File: src/rtl/tsc_pkg.sv
// Shared constants, codes and types of the tiny 16-bit processor step block.
package tsc_pkg;

  localparam int unsigned MEM_WORDS = 64;
  localparam int unsigned AW        = $clog2(MEM_WORDS);
  localparam int unsigned RF_DEPTH  = 16;
  localparam int unsigned RF_AW     = 4;

  localparam logic [1:0] FN_WRITE = 2'd0;
  localparam logic [1:0] FN_EXEC  = 2'd1;
  localparam logic [1:0] FN_READ  = 2'd2;

  localparam logic [1:0] ST_EXEC = 2'd0;
  localparam logic [1:0] ST_HALT = 2'd1;
  localparam logic [1:0] ST_MEM  = 2'd2;

  localparam logic [3:0] OP_HALT  = 4'h0;
  localparam logic [3:0] OP_ADD   = 4'h1;
  localparam logic [3:0] OP_SUB   = 4'h2;
  localparam logic [3:0] OP_LOAD  = 4'h3;
  localparam logic [3:0] OP_STORE = 4'h4;
  localparam logic [3:0] OP_LDL   = 4'h5;
  localparam logic [3:0] OP_LDH   = 4'h6;
  localparam logic [3:0] OP_MOVE  = 4'h7;
  localparam logic [3:0] OP_JUMP  = 4'h8;
  localparam logic [3:0] OP_BR    = 4'h9;
  localparam logic [3:0] OP_BZ    = 4'hA;
  localparam logic [3:0] OP_OUT   = 4'hE;

  localparam logic [RF_AW-1:0] REG_ZERO = 4'd0;
  localparam logic [RF_AW-1:0] REG_PC   = 4'd15;

  typedef struct packed {
    logic [1:0]  status;
    logic        out_valid;
    logic [15:0] out_value;
    logic [15:0] read_data;
    logic [15:0] program_counter;
  } tsc_res_t;

  // Memory address from the 6-bit request address, modulo the memory size.
  function automatic logic [AW-1:0] wrap_addr6(input logic [5:0] a);
    logic [AW+5:0] t;
    t = {{AW{1'b0}}, a};
    return t[AW-1:0];
  endfunction

endpackage

File: src/rtl/tsc_intf.sv
// Request and response channel interfaces of the processor step block.
interface tsc_req_if;
  logic        valid;
  logic        ready;
  logic [1:0]  func;
  logic [5:0]  mem_address;
  logic [15:0] mem_data;

  modport source (output valid, output func, output mem_address, output mem_data,
                  input ready);
  modport sink   (input valid, input func, input mem_address, input mem_data,
                  output ready);
endinterface

interface tsc_rsp_if;
  logic        valid;
  logic        ready;
  logic [1:0]  status;
  logic        out_valid;
  logic [15:0] out_value;
  logic [15:0] read_data;
  logic [15:0] program_counter;

  modport source (output valid, output status, output out_valid, output out_value,
                  output read_data, output program_counter, input ready);
  modport sink   (input valid, input status, input out_valid, input out_value,
                  input read_data, input program_counter, output ready);
endinterface

File: src/rtl/tsc_ram.sv
// Generic RAM: one write port, two read ports with registered, enabled read data.
module tsc_ram #(
  parameter int unsigned WIDTH = 16,
  parameter int unsigned DEPTH = 64,
  parameter int unsigned AW    = $clog2(DEPTH)
) (
  input  logic             clk_i,
  input  logic             we_i,
  input  logic [AW-1:0]    waddr_i,
  input  logic [WIDTH-1:0] wdata_i,
  input  logic             re_a_i,
  input  logic [AW-1:0]    raddr_a_i,
  output logic [WIDTH-1:0] rdata_a_o,
  input  logic             re_b_i,
  input  logic [AW-1:0]    raddr_b_i,
  output logic [WIDTH-1:0] rdata_b_o
);

  logic [WIDTH-1:0] mem_q [DEPTH];

  always_ff @(posedge clk_i) begin
    if (we_i) begin
      mem_q[waddr_i] <= wdata_i;
    end
    if (re_a_i) begin
      rdata_a_o <= mem_q[raddr_a_i];
    end
    if (re_b_i) begin
      rdata_b_o <= mem_q[raddr_b_i];
    end
  end

endmodule

File: src/rtl/tiny_sixteen_bit_cpu_step.sv
// Memory items and execute-while-halted go from the request through the memory state to a
// registered result; instructions pass accept/fetch, decode/register read, operand read, execute.
// Requests are served one at a time, bounded by the serial fetch and register-file read
// sequence; one result may wait in the output, and a further result holds until it is taken.
// Reset: a clearing pass over all MEM_WORDS addresses zeroes program memory and registers,
// with ready low; the program counter and halt flag reset at once.
module tiny_sixteen_bit_cpu_step
  import tsc_pkg::*;
(
  input  logic           clk_i,
  input  logic           rst_ni,
  tsc_req_if.sink        req_i,
  tsc_rsp_if.source      rsp_o
);

  typedef enum logic [5:0] {
    S_CLR  = 6'b000001,
    S_IDLE = 6'b000010,
    S_MEM  = 6'b000100,
    S_DEC  = 6'b001000,
    S_OPS  = 6'b010000,
    S_EXE  = 6'b100000
  } state_e;

  state_e           state_q, state_d;
  logic [AW-1:0]    cnt_q, cnt_d;
  logic [15:0]      pc_q, pc_d;
  logic             halted_q, halted_d;
  logic [1:0]       func_q, func_d;
  logic [15:0]      iw_q, iw_d;
  logic [15:0]      sum_q, sum_d;
  logic [15:0]      diff_q, diff_d;
  logic [15:0]      r2_q, r2_d;
  tsc_res_t         res_q, res_d;
  logic             ovld_q, ovld_d;

  logic             pm_we, pm_re_a, pm_re_b;
  logic [AW-1:0]    pm_waddr, pm_raddr_a, pm_raddr_b;
  logic [15:0]      pm_wdata, pm_rdata_a, pm_rdata_b;
  logic             rf_we, rf_re_a, rf_re_b;
  logic [RF_AW-1:0] rf_waddr, rf_raddr_a, rf_raddr_b;
  logic [15:0]      rf_wdata, rf_rdata_a, rf_rdata_b;

  logic             slot_free;
  logic [15:0]      r1v, r2v, r3v;
  logic [15:0]      imm16, mag, offs;
  logic             wr_en;
  logic [15:0]      wr_val, pc_new;
  logic [3:0]       op;
  logic [RF_AW-1:0] r1;

  function automatic logic [15:0] opnd(input logic [RF_AW-1:0] idx,
                                       input logic [15:0] ram,
                                       input logic [15:0] pc);
    if (idx == REG_ZERO) begin
      return 16'd0;
    end else if (idx == REG_PC) begin
      return pc;
    end
    return ram;
  endfunction

  tsc_ram #(.WIDTH(16), .DEPTH(MEM_WORDS), .AW(AW)) u_pmem (
    .clk_i     (clk_i),
    .we_i      (pm_we),
    .waddr_i   (pm_waddr),
    .wdata_i   (pm_wdata),
    .re_a_i    (pm_re_a),
    .raddr_a_i (pm_raddr_a),
    .rdata_a_o (pm_rdata_a),
    .re_b_i    (pm_re_b),
    .raddr_b_i (pm_raddr_b),
    .rdata_b_o (pm_rdata_b)
  );

  tsc_ram #(.WIDTH(16), .DEPTH(RF_DEPTH), .AW(RF_AW)) u_rf (
    .clk_i     (clk_i),
    .we_i      (rf_we),
    .waddr_i   (rf_waddr),
    .wdata_i   (rf_wdata),
    .re_a_i    (rf_re_a),
    .raddr_a_i (rf_raddr_a),
    .rdata_a_o (rf_rdata_a),
    .re_b_i    (rf_re_b),
    .raddr_b_i (rf_raddr_b),
    .rdata_b_o (rf_rdata_b)
  );

  assign slot_free = !ovld_q || rsp_o.ready;
  assign op        = iw_q[15:12];
  assign r1        = iw_q[11:8];

  // Register 15 reads the already advanced program counter.
  assign r2v = opnd(iw_q[7:4], rf_rdata_a, pc_q);
  assign r3v = opnd(iw_q[3:0], rf_rdata_b, pc_q);
  assign r1v = opnd(r1, rf_rdata_a, pc_q);

  // Sign-magnitude offset, minus one.
  assign imm16 = {8'h00, iw_q[7:0]};
  assign mag   = iw_q[7] ? (16'd128 - imm16) : imm16;
  assign offs  = mag - 16'd1;

  always_comb begin
    state_d    = state_q;
    cnt_d      = cnt_q;
    pc_d       = pc_q;
    halted_d   = halted_q;
    func_d     = func_q;
    iw_d       = iw_q;
    sum_d      = sum_q;
    diff_d     = diff_q;
    r2_d       = r2_q;
    res_d      = res_q;
    ovld_d     = ovld_q && !rsp_o.ready;
    req_i.ready = 1'b0;
    pm_we      = 1'b0;
    pm_waddr   = '0;
    pm_wdata   = '0;
    pm_re_a    = 1'b0;
    pm_raddr_a = '0;
    pm_re_b    = 1'b0;
    pm_raddr_b = '0;
    rf_we      = 1'b0;
    rf_waddr   = '0;
    rf_wdata   = '0;
    rf_re_a    = 1'b0;
    rf_raddr_a = '0;
    rf_re_b    = 1'b0;
    rf_raddr_b = '0;
    wr_en      = 1'b0;
    wr_val     = '0;
    pc_new     = pc_q;

    unique case (state_q)
      S_CLR: begin
        pm_we    = 1'b1;
        pm_waddr = cnt_q;
        rf_we    = 1'b1;
        rf_waddr = cnt_q[RF_AW-1:0];
        cnt_d    = cnt_q + AW'(1);
        if (cnt_q == AW'(MEM_WORDS - 1)) begin
          state_d = S_IDLE;
        end
      end
      S_IDLE: begin
        req_i.ready = 1'b1;
        if (req_i.valid) begin
          func_d  = req_i.func;
          state_d = S_MEM;
          case (req_i.func)
            FN_WRITE: begin
              pm_we    = 1'b1;
              pm_waddr = wrap_addr6(req_i.mem_address);
              pm_wdata = req_i.mem_data;
            end
            FN_EXEC: begin
              if (!halted_q) begin
                pm_re_a    = 1'b1;
                pm_raddr_a = pc_q[AW-1:0];
                state_d    = S_DEC;
              end
            end
            FN_READ: begin
              pm_re_a    = 1'b1;
              pm_raddr_a = wrap_addr6(req_i.mem_address);
            end
            default: ;
          endcase
        end
      end
      S_MEM: begin
        if (slot_free) begin
          ovld_d                = 1'b1;
          res_d.status          = (func_q == FN_EXEC) ? ST_HALT : ST_MEM;
          res_d.out_valid       = 1'b0;
          res_d.out_value       = '0;
          res_d.read_data       = (func_q == FN_READ) ? pm_rdata_a : 16'd0;
          res_d.program_counter = pc_q;
          state_d               = S_IDLE;
        end
      end
      S_DEC: begin
        iw_d       = pm_rdata_a;
        pc_d       = pc_q + 16'd1;
        rf_re_a    = 1'b1;
        rf_raddr_a = pm_rdata_a[7:4];
        rf_re_b    = 1'b1;
        rf_raddr_b = pm_rdata_a[3:0];
        state_d    = S_OPS;
      end
      S_OPS: begin
        sum_d      = r2v + r3v;
        diff_d     = r2v - r3v;
        r2_d       = r2v;
        rf_re_a    = 1'b1;
        rf_raddr_a = r1;
        // Port B fetches the load operand or the jump target word.
        pm_re_b    = 1'b1;
        pm_raddr_b = (op == OP_LOAD) ? sum_d[AW-1:0] : pc_q[AW-1:0];
        state_d    = S_EXE;
      end
      S_EXE: begin
        if (slot_free) begin
          res_d.status    = ST_EXEC;
          res_d.out_valid = 1'b0;
          res_d.out_value = '0;
          res_d.read_data = '0;
          unique case (op)
            OP_HALT: begin
              halted_d     = 1'b1;
              res_d.status = ST_HALT;
            end
            OP_ADD: begin
              wr_en  = 1'b1;
              wr_val = sum_q;
            end
            OP_SUB: begin
              wr_en  = 1'b1;
              wr_val = diff_q;
            end
            OP_LOAD: begin
              wr_en  = 1'b1;
              wr_val = pm_rdata_b;
            end
            OP_STORE: begin
              pm_we    = 1'b1;
              pm_waddr = sum_q[AW-1:0];
              pm_wdata = r1v;
            end
            OP_LDL: begin
              wr_en  = 1'b1;
              wr_val = {r1v[15:8], iw_q[7:0]};
            end
            OP_LDH: begin
              wr_en  = 1'b1;
              wr_val = {iw_q[7:0], r1v[7:0]};
            end
            OP_MOVE: begin
              wr_en  = 1'b1;
              wr_val = r2_q;
            end
            OP_JUMP: begin
              pc_new = pm_rdata_b;
            end
            OP_BR: begin
              pc_new = pc_q + r1v + offs;
            end
            OP_BZ: begin
              if (r1v == 16'd0) begin
                pc_new = pc_q + offs;
              end
            end
            OP_OUT: begin
              res_d.out_valid = 1'b1;
              res_d.out_value = r1v;
            end
            default: ;
          endcase
          if (wr_en) begin
            if (r1 == REG_PC) begin
              pc_new = wr_val;
            end else if (r1 != REG_ZERO) begin
              rf_we    = 1'b1;
              rf_waddr = r1;
              rf_wdata = wr_val;
            end
          end
          pc_d                  = pc_new;
          res_d.program_counter = pc_new;
          ovld_d                = 1'b1;
          state_d               = S_IDLE;
        end
      end
      default: begin
        state_d = S_CLR;
      end
    endcase
  end

  always_ff @(posedge clk_i or negedge rst_ni) begin
    if (!rst_ni) begin
      state_q  <= S_CLR;
      cnt_q    <= '0;
      pc_q     <= '0;
      halted_q <= 1'b0;
      ovld_q   <= 1'b0;
    end else begin
      state_q  <= state_d;
      cnt_q    <= cnt_d;
      pc_q     <= pc_d;
      halted_q <= halted_d;
      ovld_q   <= ovld_d;
    end
  end

  always_ff @(posedge clk_i) begin
    func_q <= func_d;
    iw_q   <= iw_d;
    sum_q  <= sum_d;
    diff_q <= diff_d;
    r2_q   <= r2_d;
    res_q  <= res_d;
  end

  assign rsp_o.valid           = ovld_q;
  assign rsp_o.status          = res_q.status;
  assign rsp_o.out_valid       = res_q.out_valid;
  assign rsp_o.out_value       = res_q.out_value;
  assign rsp_o.read_data       = res_q.read_data;
  assign rsp_o.program_counter = res_q.program_counter;

endmodule

File: src/flat_wrapper.sv
// flat-port wrapper written by rule: the top's interface ports become plain ports
module tiny_sixteen_bit_cpu_step_flat import tsc_pkg::*;
  (clk_i, rst_ni, req_i_valid, req_i_func, req_i_mem_address, req_i_mem_data, req_i_ready, rsp_o_valid, rsp_o_status, rsp_o_out_valid, rsp_o_out_value, rsp_o_read_data, rsp_o_program_counter, rsp_o_ready);
  tsc_req_if req_i_i ();
  tsc_rsp_if rsp_o_i ();
  input  logic clk_i;
  input  logic rst_ni;
  input wire logic [$bits(req_i_i.valid)-1:0] req_i_valid;
  input wire logic [$bits(req_i_i.func)-1:0] req_i_func;
  input wire logic [$bits(req_i_i.mem_address)-1:0] req_i_mem_address;
  input wire logic [$bits(req_i_i.mem_data)-1:0] req_i_mem_data;
  output wire logic [$bits(req_i_i.ready)-1:0] req_i_ready;
  output wire logic [$bits(rsp_o_i.valid)-1:0] rsp_o_valid;
  output wire logic [$bits(rsp_o_i.status)-1:0] rsp_o_status;
  output wire logic [$bits(rsp_o_i.out_valid)-1:0] rsp_o_out_valid;
  output wire logic [$bits(rsp_o_i.out_value)-1:0] rsp_o_out_value;
  output wire logic [$bits(rsp_o_i.read_data)-1:0] rsp_o_read_data;
  output wire logic [$bits(rsp_o_i.program_counter)-1:0] rsp_o_program_counter;
  input wire logic [$bits(rsp_o_i.ready)-1:0] rsp_o_ready;
  assign req_i_i.valid = req_i_valid;
  assign req_i_i.func = req_i_func;
  assign req_i_i.mem_address = req_i_mem_address;
  assign req_i_i.mem_data = req_i_mem_data;
  assign req_i_ready = req_i_i.ready;
  assign rsp_o_valid = rsp_o_i.valid;
  assign rsp_o_status = rsp_o_i.status;
  assign rsp_o_out_valid = rsp_o_i.out_valid;
  assign rsp_o_out_value = rsp_o_i.out_value;
  assign rsp_o_read_data = rsp_o_i.read_data;
  assign rsp_o_program_counter = rsp_o_i.program_counter;
  assign rsp_o_i.ready = rsp_o_ready;
  tiny_sixteen_bit_cpu_step u_core (.clk_i(clk_i), .rst_ni(rst_ni), .req_i(req_i_i), .rsp_o(rsp_o_i));
endmodule
File: config.mk
export PLATFORM = sky130hd
export DESIGN_NAME = tiny_sixteen_bit_cpu_step_flat
export DESIGN_NICKNAME = d
export VERILOG_FILES = /design/src/rtl/tsc_pkg.sv /design/src/rtl/tsc_intf.sv /design/src/rtl/tsc_ram.sv /design/src/rtl/tiny_sixteen_bit_cpu_step.sv /design/src/flat_wrapper.sv
export SDC_FILE = /design/constraint.sdc
export NUM_CORES = 2
export LEC_CHECK = 0
export ABC_AREA = 0
export BUFFER_PORTS_ARGS = -buffer_cell sky130_fd_sc_hd__buf_2
export CAP_MARGIN = 20
export CORE_MARGIN = 1.5
export CORE_UTILIZATION = 60
export DETAILED_ROUTE_END_ITERATION = 16
export PLACE_DENSITY_LB_ADDON = 0.1
export SETUP_SLACK_MARGIN = 0.02
export SKIP_LAST_GASP = 1
export SLEW_MARGIN = 0
export SYNTH_ARGS = -nofsm -noshare
export SYNTH_HDL_FRONTEND = slang
export SYNTH_HIERARCHICAL = 1
export SYNTH_SLANG_ARGS = --single-unit
File: constraint.sdc
create_clock -name clk_i -period 5.63 [get_ports clk_i]
set_input_delay 0.8445 -clock clk_i [delete_from_list [all_inputs] [get_ports clk_i]]
set_output_delay 0.8445 -clock clk_i [all_outputs]
set_load 0.1 [all_outputs]
Word level (Yosys, flattened, before mapping)
Memory sizes are Yosys's and may differ from the RTL's. A register that Yosys moved wholly into a read port is not among the register bits.
Index checks and enable logic that the tools add are counted.
{ "classes": {"addsub": 9, "n_eq_ne": 30, "n_mux": 91, "n_reduce_logical": 21} }
{ "ops": {"columns": ["op", "count"], "rows": [
  ["$mux W16", 24],
  ["$mux W51", 2],
  ["$pmux W51 S2", 1],
  ["$pmux W16 S6", 1],
  ["$mux W6", 13],
  ["$add A16 B16 Y16", 4],
  ["$pmux W16 S2", 2],
  ["$pmux W16 S3", 1],
  ["$mux W1", 31],
  ["$pmux W6 S5", 1],
  ["$eq A4 B4 Y1 const B", 7],
  ["$mux W4", 6],
  ["$pmux W6 S3", 1],
  ["$mux W17", 1],
  ["$add A16 B1 Y16 const B", 1],
  ["$eq A4 B3 Y1 const B", 4],
  ["$logic_not A16 Y1", 1],
  ["$logic_not A4 Y1", 4],
  ["$pmux W4 S2", 2],
  ["$sub A16 B1 Y16 const B", 1],
  ["$sub A16 B16 Y16", 1],
  ["$eq A6 B6 Y1 const B", 2],
  ["$pmux W6 S2", 1],
  ["$reduce_and A3 Y1", 3],
  ["25 further kinds", 36]
]} }
{ "word_totals": {"regBits": 147, "mem_bits_rw": 1280, "in_bits": 28, "out_inout_bits": 53, "wordCells": 168, "mem_count": 2} }
{ "memory_table": {"columns": ["memory", "words", "word_bits", "read_ports", "rd_ports_with_merged_regs", "write_ports", "line_no", "source"], "rows": [
  ["u_core.u_pmem.mem_q", 64, 16, 2, 2, 1, "tsc_ram.sv:19", "logic [WIDTH-1:0] mem_q [DEPTH];"],
  ["u_core.u_rf.mem_q", 16, 16, 2, 2, 1, "tsc_ram.sv:19", null]
]} }

Logic depth before layout (Yosys ltp)
{ "logic_depth": {"ltp_word": 11, "ltp_mapped": 24} }

Modules after synthesis
The synthesis kept the hierarchy.
{ "by_module_without_submodules": {"columns": ["mod", "n_inst", "cells_per_inst", "area_per_inst_um2"], "rows": [
  ["tsc_ram (u_core.u_pmem)", 1, 2582, 49117.1],
  ["tsc_ram (u_core.u_rf)", 1, 585, 12689.7],
  ["tiny_sixteen_bit_cpu_step", 1, 1371, 11957.7]
]} }

Worst setup path after synthesis
OpenSTA, ideal clock, no wires.
{ "synth_path": {"kind": "reg2reg", "start": "register u_core.state_q[2]", "end": "memory u_core.u_pmem.mem_q[48][0] (enable)", "arrival_time_ns": 5.599, "required_time_ns": 5.221, "slack_ns": -0.378, "stages_incl_launch_ff": 12, "period_less_slack_ns": 6.008, "cell_sequence": "dfrtp_1 nor2_1 nand2_1 nor3b_1 and3_1 clkbuf_1 clkbuf_1 a222oi_1 inv_1 clkbuf_1 nand4b_1 nor3_1"} }
{ "synth_rtl": {"columns": ["element", "line_no", "source"], "rows": [
  ["start: declaration", "tiny_sixteen_bit_cpu_step.sv:25", "state_e state_q, state_d;"],
  ["start signal: assignment", "tiny_sixteen_bit_cpu_step.sv:288", "state_q <= state_d;"],
  ["$eq A6 B6 Y1, or another cell as far along", "tiny_sixteen_bit_cpu_step.sv:134", "unique case (state_q)"],
  ["$pmux W6 S3 *", "tiny_sixteen_bit_cpu_step.sv:134", null],
  ["named net u_core.pm_waddr[5]", "tiny_sixteen_bit_cpu_step.sv:38", "logic [AW-1:0] pm_waddr, pm_raddr_a, pm_raddr_b;"],
  ["end: declaration", "tsc_ram.sv:19", null]
]} }
Mark *: on every way through the listed nets, which the timed path passes. The rest lies on a longest branch.

Worst setup path after layout
{ "layout_path": {"start": "register u_core.iw_q[2]", "end": "register u_core.u_pmem.rdata_b_o[1], read port of u_core.u_pmem.mem_q, data pin"} }
{ "layout_between": {"elab_chain_cells": 7} }
{ "layout_rtl": {"columns": ["element", "line_no", "source"], "rows": [
  ["start: declaration", "tiny_sixteen_bit_cpu_step.sv:30", "logic [15:0] iw_q, iw_d;"],
  ["start signal: assignment", "tiny_sixteen_bit_cpu_step.sv:298", "iw_q <= iw_d;"],
  ["$eq A4 B4 Y1", "tiny_sixteen_bit_cpu_step.sv:57", "end else if (idx == REG_PC) begin"],
  ["$mux W1", "tiny_sixteen_bit_cpu_step.sv:57", null],
  ["$mux W1", "tiny_sixteen_bit_cpu_step.sv:55", "if (idx == REG_ZERO) begin"],
  ["$mux W16 *", "tiny_sixteen_bit_cpu_step.sv:60", "return ram;"],
  ["$add A16 B16 Y16 *", "tiny_sixteen_bit_cpu_step.sv:192", "sum_d = r2v + r3v;"],
  ["$mux W6 *", "tiny_sixteen_bit_cpu_step.sv:199", "pm_raddr_b = (op == OP_LOAD) ? sum_d[AW-1:0] : pc_q[AW-1:0];"],
  ["$mux W6 *", "tiny_sixteen_bit_cpu_step.sv:134", null],
  ["named net u_core.pm_raddr_b[2]", "tiny_sixteen_bit_cpu_step.sv:38", null],
  ["end: declaration", "tsc_ram.sv:16", "output logic [WIDTH-1:0] rdata_b_o"]
]} }
Marked as above.
A chain may end at the register's enable or synchronous reset.

==> out/qor.yml <==
die_w_um: 354
dr.max_layer_used: "met5"
relSlewSlack: 0.196
p_leak_uw: 0.0253
row_count: 128
slowest_delay_ps: 910
fp.dieArea_um2: 125000
critPathLaunchType: "flop"
ios: 81
via_per_inst: 7.21
fin_crit_sh: 0.965
rsz0062_at_grt: "false"
wl_met1_mm: 88.4
fin_tns_setup_ps: 0
fillerInstances: 8234
dr.pass1.iters: 9
insertion_delay_ps: 810
async_flop_share: 0.0201
cts_tree: "built"
dr_wl_met2_mm: 104
grt_pass1_wl_mm: 334
grt_max_degree: 66
ant_nets: 0
mostFrequentLayoutCell: "edfxtp_1"
yosysTopAreaCell: "edfxtp_1"
io_buffers: 80
worstMarginPinSlew_ps: 1210
min_path_type: "in -> async"
hold_viol: 0
power_density_nw_per_um2: 324
ctsHoldBuffers: 0
dr_total_vias: 47300
wl_mm: 236
ir_worst_vdd_uv: 357
synth_edf_count: 1460
syn_area_um2: 73800
skew_ps: 29.0
start_util: 0.605
post-route-min-period_ps: 5430
synth_ff_type: "edfxtp_1"
status: "completed"
maxCapViolCount: 0
r2r-start: "u_core/iw_q[2]"
cts.path.max_buffers: 3
end_kind: "flop"
cp-startpoint: "u_core/iw_q[2]"
max_freq_mhz: 184
yosys_warnings: 6
post-route-util: 0.680
synth_cells: 4538
grt_overflow: 0
area_delta_synth_final_pct: 12.4
wl_met3_mm: 33.3
fin_nets: 4918
synth_top_area_share: 0.594
synth_cell_types: 97
slew_viol_final: 0
cp_slowest_cell: "a311oi_1"
avgSynthCellArea_um2: 16.3
cp_max_fo: 44
avgRoutedWirePerCell_um: 35.9
synth_seq_cells: 1490
path_cells: "nand3_1 > mux2i_1 > nor2_1 > ha_1 > inv_1 > fa_1 > xnor2_1 > mux2i_1 > nor2_4 > buf_12 > buf_12 > mux2_2 > o22ai_1 > a31oi_1 > a311oi_1 > nor4_1"
root_buffer: "clkbuf_16"
dieHeight_um: 354
layout-drive-gt1-share: 0.298
cts-buffers-inserted: 155
setup_viol: 0
arrival_ps: 5930
grtUsageTotal: 0.379
dp_hpwl_mm: 161
crit_required_ps: 6130
clock_sinks: 1490
final_cell_mix: "edfxtp_1 (1460), mux4_2 (517), buf_4 (322), nand2_1 (268), nor2_1 (175)"
drc: 0
path_clk_slew_ps: 60
syn_nets: 4652
grt_pass1_vias: 45500
critPathKind: "reg -> reg"
first_iter_violations: 8186
routabilityCongestion: 1.02
cts_max_level: 4
antenna_found_initial: 11
yosysSeqAreaShare: 0.605
synth.area.top_cells: "edfxtp_1 (59%), mux4_2 (16%), mux2_2 (2.4%)"
coreArea_um2: 122000
state kept, by name, summed over array words and instances (netlist names):
register,flops
u_core/u_pmem/mem_q,1024
u_core/u_rf/mem_q,256
u_core/iw_q,16
u_core/pc_q,16
u_core/r2_q,16
u_core/rsp_o.out_value,16
u_core/rsp_o.program_counter,16
u_core/rsp_o.read_data,16
u_core/sum_q,16
u_core/u_pmem/rdata_a_o,16
u_core/u_pmem/rdata_b_o,16
u_core/u_rf/rdata_a_o,16
u_core/u_rf/rdata_b_o,16
u_core/diff_q,15
u_core/cnt_q,6
u_core/state_q,6
u_core/func_q,2
u_core/rsp_o.status,2
u_core/halted_q,1
u_core/rsp_o.out_valid,1
u_core/rsp_o.valid,1
cells by family (layout without fill, tap and decap cells):
| kind of cell | after synthesis | after routing | synth area share |
|---|---|---|---|
| flip-flops | 1490 | 1490 | 0.605 |
| AND/OR/NAND/NOR | 784 | 784 | 0.0502 |
| adder cells (fa/ha/maj) | 86 | 86 | 0.0165 |
| other | 0 | 5 | 0 |
| AO/OA/AOI/OAI | 815 | 815 | 0.0762 |
| multiplexers | 863 | 863 | 0.213 |
| buffers and inverters | 441 | 834 | 0.0319 |
| XOR/XNOR | 59 | 59 | 0.00719 |
timing repair:
item	in CTS	in global routing
gates resized for setup	0	2
endpoints found under the setup margin	0	6
setup buffers	0	0
stage by stage:
stage	total power, uW	hold WS (ps)	instance area, um^2	setup slack (ps)	std cells
after floorplan	15300	417	73800	660	4538
after global routing	27500	176	82900	40.8	6556
after detailed placement	16900	477	77800	365	6260
final	26800	118	82900	198	6561
after global placement	16800	472	77800	512	6256
after CTS	26800	114	82700	358	6544
power by group:
group,internal [uW],leakage [uW],switching (uW)
sequential,12900,0.0128,319
clock,5670,0.00241,4360
combinational,1270,0.0100,2310
total,19800,0.0253,6990
synth_stat cells (all sizes together), types with 31 or more instances:
cell and instances:
and2 38, nand3 31, a221oi 35, a21oi 146, o22ai 78, a211oi 104, mux4 544, buf 194
xnor2 41, ha 67, mux2 154, nand2 268, nor2 237, edfxtp 1460, o21ai 120, inv 99
mux2i 165, nor4 38, a22oi 115, clkbuf 144
layout make-up:
cell class,instances,area (um^2),share of cell area
antenna,5,12.5,0.000151
clock buffer,186,4070,0.0491
clock inverter,98,850,0.0103
inverter,101,382,0.00460
multi-input combinational,2607,27300,0.329
sequential,1490,44600,0.538
tap,1625,2030,0.0245
timing repair buffer,449,3680,0.0444
worst max-delay path, delay by kind of cell, from the launching register on:
kind | cells | cell delay [ps]
adder cells (fa/ha/maj) | 2 | 630
buffers and inverters | 3 | 710
AND/OR/NAND/NOR | 4 | 920
AO/OA/AOI/OAI | 3 | 1200
XOR/XNOR | 1 | 220
multiplexers | 3 | 750
flip-flops | 1 | 640
per-layer routing:
layer | vias to the layer above | track usage
met5 | - | 0
met4 | 8 | 0.136
met3 | 508 | 0.112
met2 | 3365 | 0.553
met1 | 24200 | 0.549
li1 | 19200 | -
path summary, 6_finish.rpt:
path / cells past startpoint / slack (ps) / endpoint
max in group asynchronous: 1 / 4950 / u_core/state_q[4]
hold reg to reg: 1 / 490 / u_core/halted_q
hold / removal: 1 / 120 / u_core/pc_q[15]
setup reg to reg: 16 / 200 / u_core/u_pmem/rdata_b_o[1]
setup / recovery: 16 / 200 / u_core/u_pmem/rdata_b_o[1]
min in group clk_i: 1 / 260 / u_core/func_q[1]
(Power assumes the default switching activity.)
